<file path="src/hw/rtl/dds_pkg.sv">
`timescale 1ns / 1ps
`default_nettype none

package dds_pkg;

  localparam int MAX_SVC   = 8;
  localparam int IDX_W     = 3;
  localparam int CNT_W     = IDX_W + 1;
  localparam int FRESH_W   = 17;
  localparam int TAG_W     = 32;
  localparam int EDGE_W    = MAX_SVC * MAX_SVC;

  localparam logic [FRESH_W-1:0] FRESH_MAX = 17'd100000;

  localparam logic OP_START  = 1'b0;
  localparam logic OP_RESULT = 1'b1;

  localparam logic KIND_REQUEST = 1'b0;
  localparam logic KIND_FINAL   = 1'b1;

  // Element [i][j] is set when service i feeds service j (bit i*8+j).
  typedef logic [MAX_SVC-1:0][MAX_SVC-1:0] matrix_t;
  typedef logic [MAX_SVC-1:0]              svc_mask_t;

  typedef enum logic {
    ST_IDLE,
    ST_EMIT
  } state_t;

  typedef struct packed {
    logic load;
    logic emit;
  } dds_cmd_t;

  typedef struct packed {
    logic pend_any;
    logic pend_last;
    logic slot_free;
  } dds_status_t;

  function automatic logic [IDX_W-1:0] lowest_index(input svc_mask_t m);
    logic [IDX_W-1:0] idx;
    idx = '0;
    for (int k = MAX_SVC - 1; k >= 0; k--) begin
      if (m[k]) begin
        idx = IDX_W'(k);
      end
    end
    return idx;
  endfunction

endpackage

`default_nettype wire

</file>
<file path="src/hw/rtl/dag_dependency_scoreboard_unit.sv">
`timescale 1ns / 1ps
`default_nettype none

// Dataflow dependency scoreboard for up to SERVICES services. A start item
// loads the edge matrix and requests every root; a result item for a service
// index below SERVICES marks that service's output as received, requests
// every service whose inputs are now complete, and yields one final result
// for each sink it feeds. An item is taken, then its results leave one per
// cycle through the output register while it is not stalled, requests before
// final results, each in index order. The input side is stalled until the
// last result has entered the output register; the next item is taken as
// soon as it has.

module dag_dependency_scoreboard_unit #(
  parameter int SERVICES = 8
) (
  input  wire                         clk,
  input  wire                         rst,
  input  wire                         in_valid,
  output logic                        in_stall,
  input  wire                         opcode,
  input  wire  [dds_pkg::EDGE_W-1:0]  dag_edges,
  input  wire  [dds_pkg::IDX_W-1:0]   service_index,
  input  wire  [dds_pkg::FRESH_W-1:0] freshness_ms,
  input  wire  [dds_pkg::TAG_W-1:0]   content_tag,
  output logic                        out_valid,
  input  wire                         out_stall,
  output logic                        kind,
  output logic [dds_pkg::IDX_W-1:0]   target_service,
  output logic [dds_pkg::FRESH_W-1:0] final_freshness_ms,
  output logic [dds_pkg::TAG_W-1:0]   final_content,
  output logic                        last
);
  import dds_pkg::*;

  dds_cmd_t    cmd;
  dds_status_t status;

  dds_ctrl u_ctrl (
    .clk      (clk),
    .rst      (rst),
    .in_valid (in_valid),
    .in_stall (in_stall),
    .status   (status),
    .cmd      (cmd)
  );

  dds_datapath #(
    .SERVICES (SERVICES)
  ) u_datapath (
    .clk                (clk),
    .rst                (rst),
    .cmd                (cmd),
    .status             (status),
    .opcode             (opcode),
    .dag_edges          (dag_edges),
    .service_index      (service_index),
    .freshness_ms       (freshness_ms),
    .content_tag        (content_tag),
    .out_valid          (out_valid),
    .out_stall          (out_stall),
    .kind               (kind),
    .target_service     (target_service),
    .final_freshness_ms (final_freshness_ms),
    .final_content      (final_content),
    .last               (last)
  );

endmodule

`default_nettype wire

</file>
<file path="src/hw/rtl/dds_ctrl.sv">
`timescale 1ns / 1ps
`default_nettype none

module dds_ctrl (
  input  wire                  clk,
  input  wire                  rst,
  input  wire                  in_valid,
  output logic                 in_stall,
  input  dds_pkg::dds_status_t status,
  output dds_pkg::dds_cmd_t    cmd
);
  import dds_pkg::*;

  state_t state;
  state_t state_next;

  always_ff @(posedge clk) begin
    if (rst) begin
      state <= ST_IDLE;
    end else begin
      state <= state_next;
    end
  end

  always_comb begin
    state_next = state;
    unique case (state)
      ST_IDLE: begin
        if (in_valid) begin
          state_next = ST_EMIT;
        end
      end
      ST_EMIT: begin
        if (!status.pend_any) begin
          state_next = ST_IDLE;
        end else if (status.slot_free && status.pend_last) begin
          state_next = ST_IDLE;
        end
      end
      default: state_next = ST_IDLE;
    endcase
  end

  // No item is taken while reset is held.
  always_comb begin
    in_stall = 1'b1;
    cmd      = '0;
    unique case (state)
      ST_IDLE: begin
        in_stall = rst;
        cmd.load = in_valid && !rst;
      end
      ST_EMIT: begin
        cmd.emit = status.pend_any && status.slot_free;
      end
      default: in_stall = 1'b1;
    endcase
  end

endmodule

`default_nettype wire

</file>
<file path="src/hw/rtl/dds_datapath.sv">
`timescale 1ns / 1ps
`default_nettype none

module dds_datapath #(
  parameter int SERVICES = 8
) (
  input  wire                                clk,
  input  wire                                rst,
  input  dds_pkg::dds_cmd_t                  cmd,
  output dds_pkg::dds_status_t               status,
  input  wire                                opcode,
  input  wire  [dds_pkg::EDGE_W-1:0]         dag_edges,
  input  wire  [dds_pkg::IDX_W-1:0]          service_index,
  input  wire  [dds_pkg::FRESH_W-1:0]        freshness_ms,
  input  wire  [dds_pkg::TAG_W-1:0]          content_tag,
  output logic                               out_valid,
  input  wire                                out_stall,
  output logic                               kind,
  output logic [dds_pkg::IDX_W-1:0]          target_service,
  output logic [dds_pkg::FRESH_W-1:0]        final_freshness_ms,
  output logic [dds_pkg::TAG_W-1:0]          final_content,
  output logic                               last
);
  import dds_pkg::*;

  matrix_t             edge_matrix;
  matrix_t             received_matrix;
  svc_mask_t           tracked_mask;
  svc_mask_t           issued_mask;
  svc_mask_t           sink_mask;
  logic [FRESH_W-1:0]  lowest_freshness;
  svc_mask_t           pend_req;
  svc_mask_t           pend_fin;
  logic [TAG_W-1:0]    tag;

  matrix_t             valid_mask;
  matrix_t             new_edges;
  svc_mask_t           has_in;
  svc_mask_t           has_out;
  matrix_t             recv_marked;
  svc_mask_t           ready;
  svc_mask_t           feeds;
  logic                svc_ok;
  logic [FRESH_W-1:0]  fresh_sat;
  logic [FRESH_W-1:0]  fresh_low;

  logic                pick_final;
  svc_mask_t           pick_src;
  logic [IDX_W-1:0]    pick_idx;
  svc_mask_t           pend_req_after;
  svc_mask_t           pend_fin_after;

  // Only edges between services that exist are kept.
  always_comb begin
    for (int i = 0; i < MAX_SVC; i++) begin
      for (int j = 0; j < MAX_SVC; j++) begin
        valid_mask[i][j] = (i < SERVICES) && (j < SERVICES);
      end
    end
  end

  assign new_edges = matrix_t'(dag_edges) & valid_mask;

  always_comb begin
    has_in  = '0;
    has_out = '0;
    for (int i = 0; i < MAX_SVC; i++) begin
      has_out[i] = |new_edges[i];
      for (int j = 0; j < MAX_SVC; j++) begin
        has_in[j] = has_in[j] | new_edges[i][j];
      end
    end
  end

  assign svc_ok    = {1'b0, service_index} < CNT_W'(SERVICES);
  assign fresh_sat = (freshness_ms > FRESH_MAX) ? FRESH_MAX : freshness_ms;
  assign fresh_low = (fresh_sat < lowest_freshness) ? fresh_sat : lowest_freshness;
  assign feeds     = edge_matrix[service_index];

  // Readiness is judged on the received state after this result is marked.
  always_comb begin
    recv_marked = received_matrix;
    recv_marked[service_index] = received_matrix[service_index] | (feeds & tracked_mask);
    for (int j = 0; j < MAX_SVC; j++) begin
      ready[j] = tracked_mask[j] & ~issued_mask[j];
      for (int i = 0; i < MAX_SVC; i++) begin
        ready[j] = ready[j] & (~edge_matrix[i][j] | recv_marked[i][j]);
      end
    end
  end

  // Requests drain before final results; each drains lowest index first.
  assign pick_final     = (pend_req == '0);
  assign pick_src       = pick_final ? pend_fin : pend_req;
  assign pick_idx       = lowest_index(pick_src);
  assign pend_req_after = pend_req & (pend_req - svc_mask_t'(1));
  assign pend_fin_after = pick_final ? (pend_fin & (pend_fin - svc_mask_t'(1))) : pend_fin;

  assign status.pend_any  = (pend_req != '0) || (pend_fin != '0);
  assign status.pend_last = (pend_req_after == '0) && (pend_fin_after == '0);
  assign status.slot_free = !out_valid || !out_stall;

  always_ff @(posedge clk) begin
    if (rst) begin
      edge_matrix      <= '0;
      received_matrix  <= '0;
      tracked_mask     <= '0;
      issued_mask      <= '0;
      sink_mask        <= '0;
      lowest_freshness <= FRESH_MAX;
      pend_req         <= '0;
      pend_fin         <= '0;
      out_valid        <= 1'b0;
    end else begin
      if (cmd.load) begin
        if (opcode == OP_START) begin
          edge_matrix     <= new_edges;
          received_matrix <= '0;
          tracked_mask    <= has_out;
          sink_mask       <= has_in & ~has_out;
          issued_mask     <= has_out & ~has_in;
          pend_req        <= has_out & ~has_in;
          pend_fin        <= '0;
        end else if (svc_ok) begin
          lowest_freshness <= fresh_low;
          received_matrix  <= recv_marked;
          issued_mask      <= issued_mask | ready;
          pend_req         <= ready;
          pend_fin         <= sink_mask & feeds;
        end else begin
          pend_req <= '0;
          pend_fin <= '0;
        end
      end else if (cmd.emit) begin
        pend_req <= pend_req_after;
        pend_fin <= pend_fin_after;
        if (pick_final) begin
          received_matrix  <= '0;
          tracked_mask     <= '0;
          issued_mask      <= '0;
          lowest_freshness <= FRESH_MAX;
        end
      end

      if (cmd.emit) begin
        out_valid <= 1'b1;
      end else if (!out_stall) begin
        out_valid <= 1'b0;
      end
    end
  end

  always_ff @(posedge clk) begin
    if (cmd.load) begin
      tag <= content_tag;
    end
    if (cmd.emit) begin
      kind           <= pick_final ? KIND_FINAL : KIND_REQUEST;
      target_service <= pick_idx;
      if (pick_final) begin
        final_freshness_ms <= lowest_freshness;
        final_content      <= tag;
      end else begin
        final_freshness_ms <= '0;
        final_content      <= '0;
      end
      last <= status.pend_last;
    end
  end

  a_issued_tracked: assert property (@(posedge clk) disable iff (rst)
    (issued_mask & ~tracked_mask) == '0)
    else $error("issued service is not tracked");

  a_received_edges: assert property (@(posedge clk) disable iff (rst)
    (received_matrix & ~edge_matrix) == '0)
    else $error("received mark without an edge");

  a_emit_pending: assert property (@(posedge clk) disable iff (rst)
    cmd.emit |-> ((pend_req != '0) || (pend_fin != '0)))
    else $error("emit with nothing pending");

  a_fresh_range: assert property (@(posedge clk) disable iff (rst)
    lowest_freshness <= FRESH_MAX)
    else $error("lowest freshness out of range");

  a_no_load_emit: assert property (@(posedge clk) disable iff (rst)
    !(cmd.load && cmd.emit))
    else $error("load and emit in the same cycle");

endmodule

`default_nettype wire

</file>
<file path="config.mk">
export PLATFORM = sky130hd
export DESIGN_NAME = dag_dependency_scoreboard_unit
export DESIGN_NICKNAME = d
export VERILOG_FILES = /design/src/hw/rtl/dds_pkg.sv /design/src/hw/rtl/dag_dependency_scoreboard_unit.sv /design/src/hw/rtl/dds_ctrl.sv /design/src/hw/rtl/dds_datapath.sv
export SDC_FILE = /design/constraint.sdc
export NUM_CORES = 1
export LEC_CHECK = 0
export BUFFER_PORTS_ARGS = -buffer_cell sky130_fd_sc_hd__buf_2
export CAP_MARGIN = 10
export CELL_PAD_IN_SITES_DETAIL_PLACEMENT = 1
export CELL_PAD_IN_SITES_GLOBAL_PLACEMENT = 2
export CORE_UTILIZATION = 33
export DETAILED_ROUTE_END_ITERATION = 10
export HOLD_SLACK_MARGIN = 0.15
export PLACE_DENSITY_LB_ADDON = 0.1
export SLEW_MARGIN = 20
export SYNTH_ARGS = -nofsm -noshare
export SYNTH_HDL_FRONTEND = slang
export SYNTH_SLANG_ARGS = --single-unit
export TNS_END_PERCENT = 20
</file>
<file path="constraint.sdc">
create_clock -name clk -period 2.7 [get_ports clk]
set_input_delay 0 -clock clk [delete_from_list [all_inputs] [get_ports clk]]
set_output_delay 0 -clock clk [all_outputs]
set_load 0.1 [all_outputs]
</file>
* Yosys cells after proc, flatten, opt, wreduce, memory -nomap -nowiden *
Cells that the tools add are included.

storage, ports and cells
  bits in registers = 273
  input bits = 121

cells by class
  add/subtract/negate cells = 2
  mux-type cells = 48
  reductions and logical operators = 31
  bitwise gates (word level) = 276
  eq/ne operators = 4
  order comparisons = 4

operator list
  cell                  number
  $mux 64               4
  $mux 8                17
  $or 1x1->1            120
  $mux 17               6
  $not 1->1             74
  $and 1x1->1           72
  $bwmux 64             1
  $reduce_or 8->1       8
  $and 8x8->8           6
  $bmux 8 s3            2
  $demux 8 s3           1
  $logic_not 8->1       3
  $gt 17x17->1 const B  1
  $lt 17x17->1          1
  $not 8->8             2
  $or 8x8->8            2
  $reduce_bool 8->1     2
  $sub 8x1->8 const B   2
  $mux 3                4
  $mux 1                10
  $logic_and 1x1->1     5
  $lt 3x4->1 const B    1
  $mux 2                2
  $ne 2x1->1 const B    2
  other kinds (11)      17

* Longest topological paths before layout *
  depth in word-level cells = 17
  gate-level depth with buffers = 14

* By module *
Synthesis repeated with hierarchy kept, for this count alone.

second synthesis, totals
  cell total of the unflattened synthesis = 1305
  area, all modules = 12366.9 sq um

modules (own cells, without submodules)
  module        area each (sq um)  instances  seq. area each (sq um)  cells each
  dds_datapath  12300.5            1          6306.0                  1296
  dds_ctrl      66.3               1          20.0                    9

* Worst setup path after synthesis *
Ideal clock, no wire load.

  kind = input to register
  from = input port freshness_ms[1] (netlist bit)
  to = register u_datapath.lowest_freshness[11]
  arrival time = 2.730 ns
  cell stages on the path = 14
  setup slack = -0.147 ns
  path buffers = 2
  cell sequence = or4_1 > o211ai_1 > a21oi_1 > nor2_1 > nand2_1 > ha_1 > nand3_1 > a21oi_1 > o41ai_1 > nand3_2 > a22o_1 > buf_6 > buf_6 > a22o_1

between the ends
  longest elaborated chain between the ends = 5
  elaborated cells between the ends (all ways) = 8

ends and longest elaborated chain
  item                                                   RTL line                              RTL
  start, declared                                        dag_dependency_scoreboard_unit.sv:24  input wire [dds_pkg::FRESH_W-1:0] freshness_ms,
  $gt 17x17->1                                           dds_datapath.sv:76                    assign fresh_sat = (freshness_ms > FRESH_MAX) ? FRESH_MAX : freshness_ms;
  $mux 17 (*)                                            dds_datapath.sv:76
  $lt 17x17->1 or $mux 17 (tied branches)                dds_datapath.sv:77                    assign fresh_low = (fresh_sat < lowest_freshness) ? fresh_sat : lowest_freshness;
  $ne 2x1->1 (no line) or $mux 17 (tied branches)        -
  $reduce_and 4->1 (no line) or $mux 17 (tied branches)  -
  end signal, assigned                                   dds_datapath.sv:125                   lowest_freshness <= fresh_low;
  end, declared                                          dds_datapath.sv:31                    logic [FRESH_W-1:0] lowest_freshness;

Mark *: on every way between the ends. The rest lies on a longest branch, timed or not. The select of a mux whose other input is x is not followed.
A chain may end at the register's enable or synchronous reset.

* Worst setup path in the final report *
  from = input port freshness_ms[11] (netlist bit)
  to = register u_datapath.lowest_freshness[12]

The elaborated chain is that of the path after synthesis.

==> impl_metrics.env <==
export IMPL_run_status="finished, final reports clean"
export IMPL_fmax_ghz=0.397
export IMPL_hold_viol=0
export IMPL_synth_area_per_cell_sq_um=9.93
export IMPL_post_dp_hpwl_mm=38.5
export IMPL_period_needed_ns=2.52
export IMPL_async_reset_ff_frac=0
export IMPL_n_fill_cell=4288
export IMPL_drc=0
export IMPL_p_leak_nw=6.70
export IMPL_combinationalPowerShare=0.121
export IMPL_worstPathCellList="dlygate4sd3_1, buf_2, nor4_2, buf_4, o22a_4, and3_1, ha_1, a21oi_2, a21oi_1, o41ai_2, nand3_2, a22o_1, buf_4, a22o_1"
export IMPL_grt_pass1_vias=12254
export IMPL_rows=71
export IMPL_grt_pass1_wl_mm=79.1
export IMPL_htree_levels=1
export IMPL_drive_gt1_frac=0.232
export IMPL_cp_num_buf_inv=4
export IMPL_reg2reg_depth=6
export IMPL_ys_flop_type="dfxtp_1"
export IMPL_critical_path_class="in -> reg"
export IMPL_synth_edf_count=86
export IMPL_synthToLayoutAreaGrowth_pct=37.6
export IMPL_pwr_share_seq=0.446
export IMPL_drt_antenna_violating_nets=0
export IMPL_hold_class="in -> reg"
export IMPL_utilization=0.461
export IMPL_cp_depth=14
export IMPL_insertion_delay_ns=0.58
export IMPL_rsz0062_at_grt="no"
export IMPL_place_ws_ns=-0.291
export IMPL_period_share=0.933
export IMPL_synth_seq_area_share=0.503
export IMPL_avgViaCountPerCell=5.46
export IMPL_die_height_um=197
export IMPL_rrSetupSlack_ns=0.26
export IMPL_finClkSkew_ns=0.0131
export IMPL_synth_cells=1267
export IMPL_wire_per_inst_um=24.0
export IMPL_min_path_cells=2
export IMPL_clk_path_buf_depth=3
export IMPL_die_w_um=197
export IMPL_firstDrtPassIters=5
export IMPL_port_buffers=176
export IMPL_netlist_area_sq_mm=0.0126
export IMPL_endpoint_kind="register"
export IMPL_dr_total_vias=12050
export IMPL_yosys_register_bits=273
export IMPL_path_delay_family="compound AO/OA/AOI/OAI gates"
export IMPL_holdWs_ns=0.179
export IMPL_drv_cap=0
export IMPL_clock_sinks=273
export IMPL_cts_tree="built"
export IMPL_p_switching_mw=2.53
export IMPL_clockPowerShare=0.433
export IMPL_relSlewSlack=0.487
export IMPL_worstPathArrival_ns=2.98
export IMPL_yosysWarnings=0
export IMPL_p_sw_frac=0.256
export IMPL_fin_nets=1809
export IMPL_grt_usage=0.272
export IMPL_place_congestion=0.901
export IMPL_clk_pin_slew_ns=0.06
export IMPL_syn_nets=1404
export IMPL_grt_max_degree=67
export IMPL_antenna_cells=0
export IMPL_drt_initial_drc_count=829
export IMPL_ir_worst_vdd_uv=445
export IMPL_final_max_slew_violation_count=0
export IMPL_cpMaxStageDelayCell="dlygate4sd3_1"
export IMPL_antenna_found_initial=0
export IMPL_setup_ws_ns=0.182
export IMPL_core_area_sq_mm=0.0376
export IMPL_worst_path_largest_cell_delay_ns=0.53
export IMPL_cts_buffers_inserted=31
export IMPL_worst_slew_pin_slew_ns=0.762
export IMPL_power_density_mw_per_mm2=570
export IMPL_ys_types=90
export IMPL_wirelength_mm=53.0
export IMPL_top_level_ports=177
export IMPL_initial_core_util=0.335
export IMPL_startpoint_type="primary input"
export IMPL_grt_overflow=0
export IMPL_crit_fanout=12
export IMPL_final_setup_viol_count=0
export IMPL_dieArea_sq_mm=0.0389
export IMPL_cp_required_ns=3.16
export IMPL_power_internal_mw=7.34
export IMPL_cts_root_buf="clkbuf_16"
-- worst register-to-register path: cells and delay by family, from the launching register on --
family	cells	cell delay (ns)
compound gates	4	1.56
mux	1	0.30
simple gates	1	0.13
flops	1	0.34
-- power groups by stage --
stage | sequential, mW | clock [mW] | combinational (mW)
2_1_floorplan | 4.51 | 0 | 0.511
3_3_place_gp | 4.48 | 0 | 0.979
3_5_place_dp | 4.49 | 0 | 0.988
4_1_cts | 4.40 | 4.35 | 1.17
5_1_grt | 4.40 | 4.52 | 1.29
6_report | 4.40 | 4.27 | 1.20
-- routing by layer --
layer | vias to the layer above | wire, um | GRT usage
met5 | - | 0 | 0
met4 | 0 | 2260 | 0.109
met3 | 107 | 2610 | 0.0370
met2 | 366 | 26300 | 0.478
met1 | 6031 | 21800 | 0.336
li1 | 5546 | - | -
-- stage by stage --
step	TNS, ns	power (mW)	area (sq um)	cells
after floorplan	0	5.02	12600	1267
after global placement	-3.86	5.46	14500	1974
after detailed placement	-4.02	5.47	14500	1974
after CTS	0	9.91	17200	2204
after global routing	0	10.2	17300	2208
final	0	9.86	17300	2208
-- cell type report --
cell class / count / area, sq um / share of cell area
sequential: 273 / 6330 / 0.365
inverter: 45 / 174 / 0.0100
multi-input combinational: 876 / 5780 / 0.334
clock inverter: 17 / 163 / 0.00939
timing repair buffer: 445 / 3380 / 0.195
tap: 511 / 639 / 0.0369
clock buffer: 41 / 855 / 0.0494
-- synth_stat cells, types with 16 or more instances --
cell | n | area, sq um
nand2_1 | 195 | 732
dfxtp_1 | 187 | 3740
clkbuf_1 | 34 | 128
o2bb2ai_1 | 21 | 184
nor4_1 | 21 | 131
and3_1 | 41 | 257
nand4_1 | 17 | 106
nor2_1 | 72 | 270
or4_1 | 18 | 135
nand3_1 | 18 | 90.1
a22o_1 | 56 | 490
nor3b_1 | 22 | 165
a21oi_1 | 109 | 546
inv_1 | 42 | 158
nand3b_1 | 31 | 233
buf_2 | 22 | 110
edfxtp_1 | 86 | 2580
ha_1 | 16 | 200
-- logic make-up after synthesis --
logic type / after synthesis / share of synthesized area
flip-flops: 273 / 0.503
AND/OR/NAND/NOR: 517 / 0.219
adder cells (fa/ha/maj): 17 / 0.0167
buffers and inverters: 118 / 0.0437
AO/OA/AOI/OAI: 317 / 0.184
multiplexers: 25 / 0.0339
-- state kept, by name (all words and copies together), names as in the netlist, 3 cells and up --
signal and cells:
u_datapath.lowest_freshness 17, u_datapath.sink_mask 8, u_datapath.target_service 3, u_datapath.edge_matrix 64
u_datapath.final_content 32, u_datapath.received_matrix 64, u_datapath.final_freshness_ms 17, u_datapath.pend_req 8
u_datapath.pend_fin 8, u_datapath.tag 32, u_datapath.tracked_mask 8, u_datapath.issued_mask 8
-- path summary, 6_finish.rpt --
path,startpoint,end
max,freshness_ms[11],u_datapath.lowest_freshness[12]$_SDFFE_PP0P_
min,content_tag[15],u_datapath.tag[15]$_DFFE_PP_
max reg2reg,u_datapath.edge_matrix[33]$_SDFFE_PP0P_,u_datapath.received_matrix[9]$_SDFFE_PP0P_
min reg2reg,u_datapath.issued_mask[3]$_SDFFE_PP0P_,u_datapath.issued_mask[3]$_SDFFE_PP0P_
-- placed cells by master, fill, tap and decap left out, types with 7 or more instances in the layout --
cell type,synthesis,routed
nand3b_1,31,31
nor2b_1,10,10
nand3_1,18,17
nand4_1,17,17
a22o_1,56,56
clkbuf_1,34,7
a221oi_1,13,13
buf_2,22,174
nor4_1,21,20
edfxtp_1,86,86
dfxtp_1,187,186
and2_1,11,11
nor2_1,72,70
o21ai_0,11,11
nand2_1,195,194
clkbuf_16,0,32
nand2b_1,9,9
nor3_1,13,13
inv_1,42,41
a21oi_1,109,108
and3_1,41,41
ha_1,16,15
or4_1,18,17
buf_4,5,94
nor2_2,8,9
clkinv_2,1,7
o211ai_1,7,7
o2bb2ai_1,21,21
dlygate4sd3_1,0,173
mux4_2,13,13
a31oi_1,11,11
nor3b_1,22,22
a22oi_1,12,12
-- timing repair --
item | 4_1_cts | 5_1_grt
resized for setup | 0 | 7
hold endpoints to repair | 151 | 1
buffers inserted | 0 | 3
endpoints found under the setup margin | 0 | 18
hold buffers | 172 | 1
No activity file was read; power rests on OpenSTA's default activity.
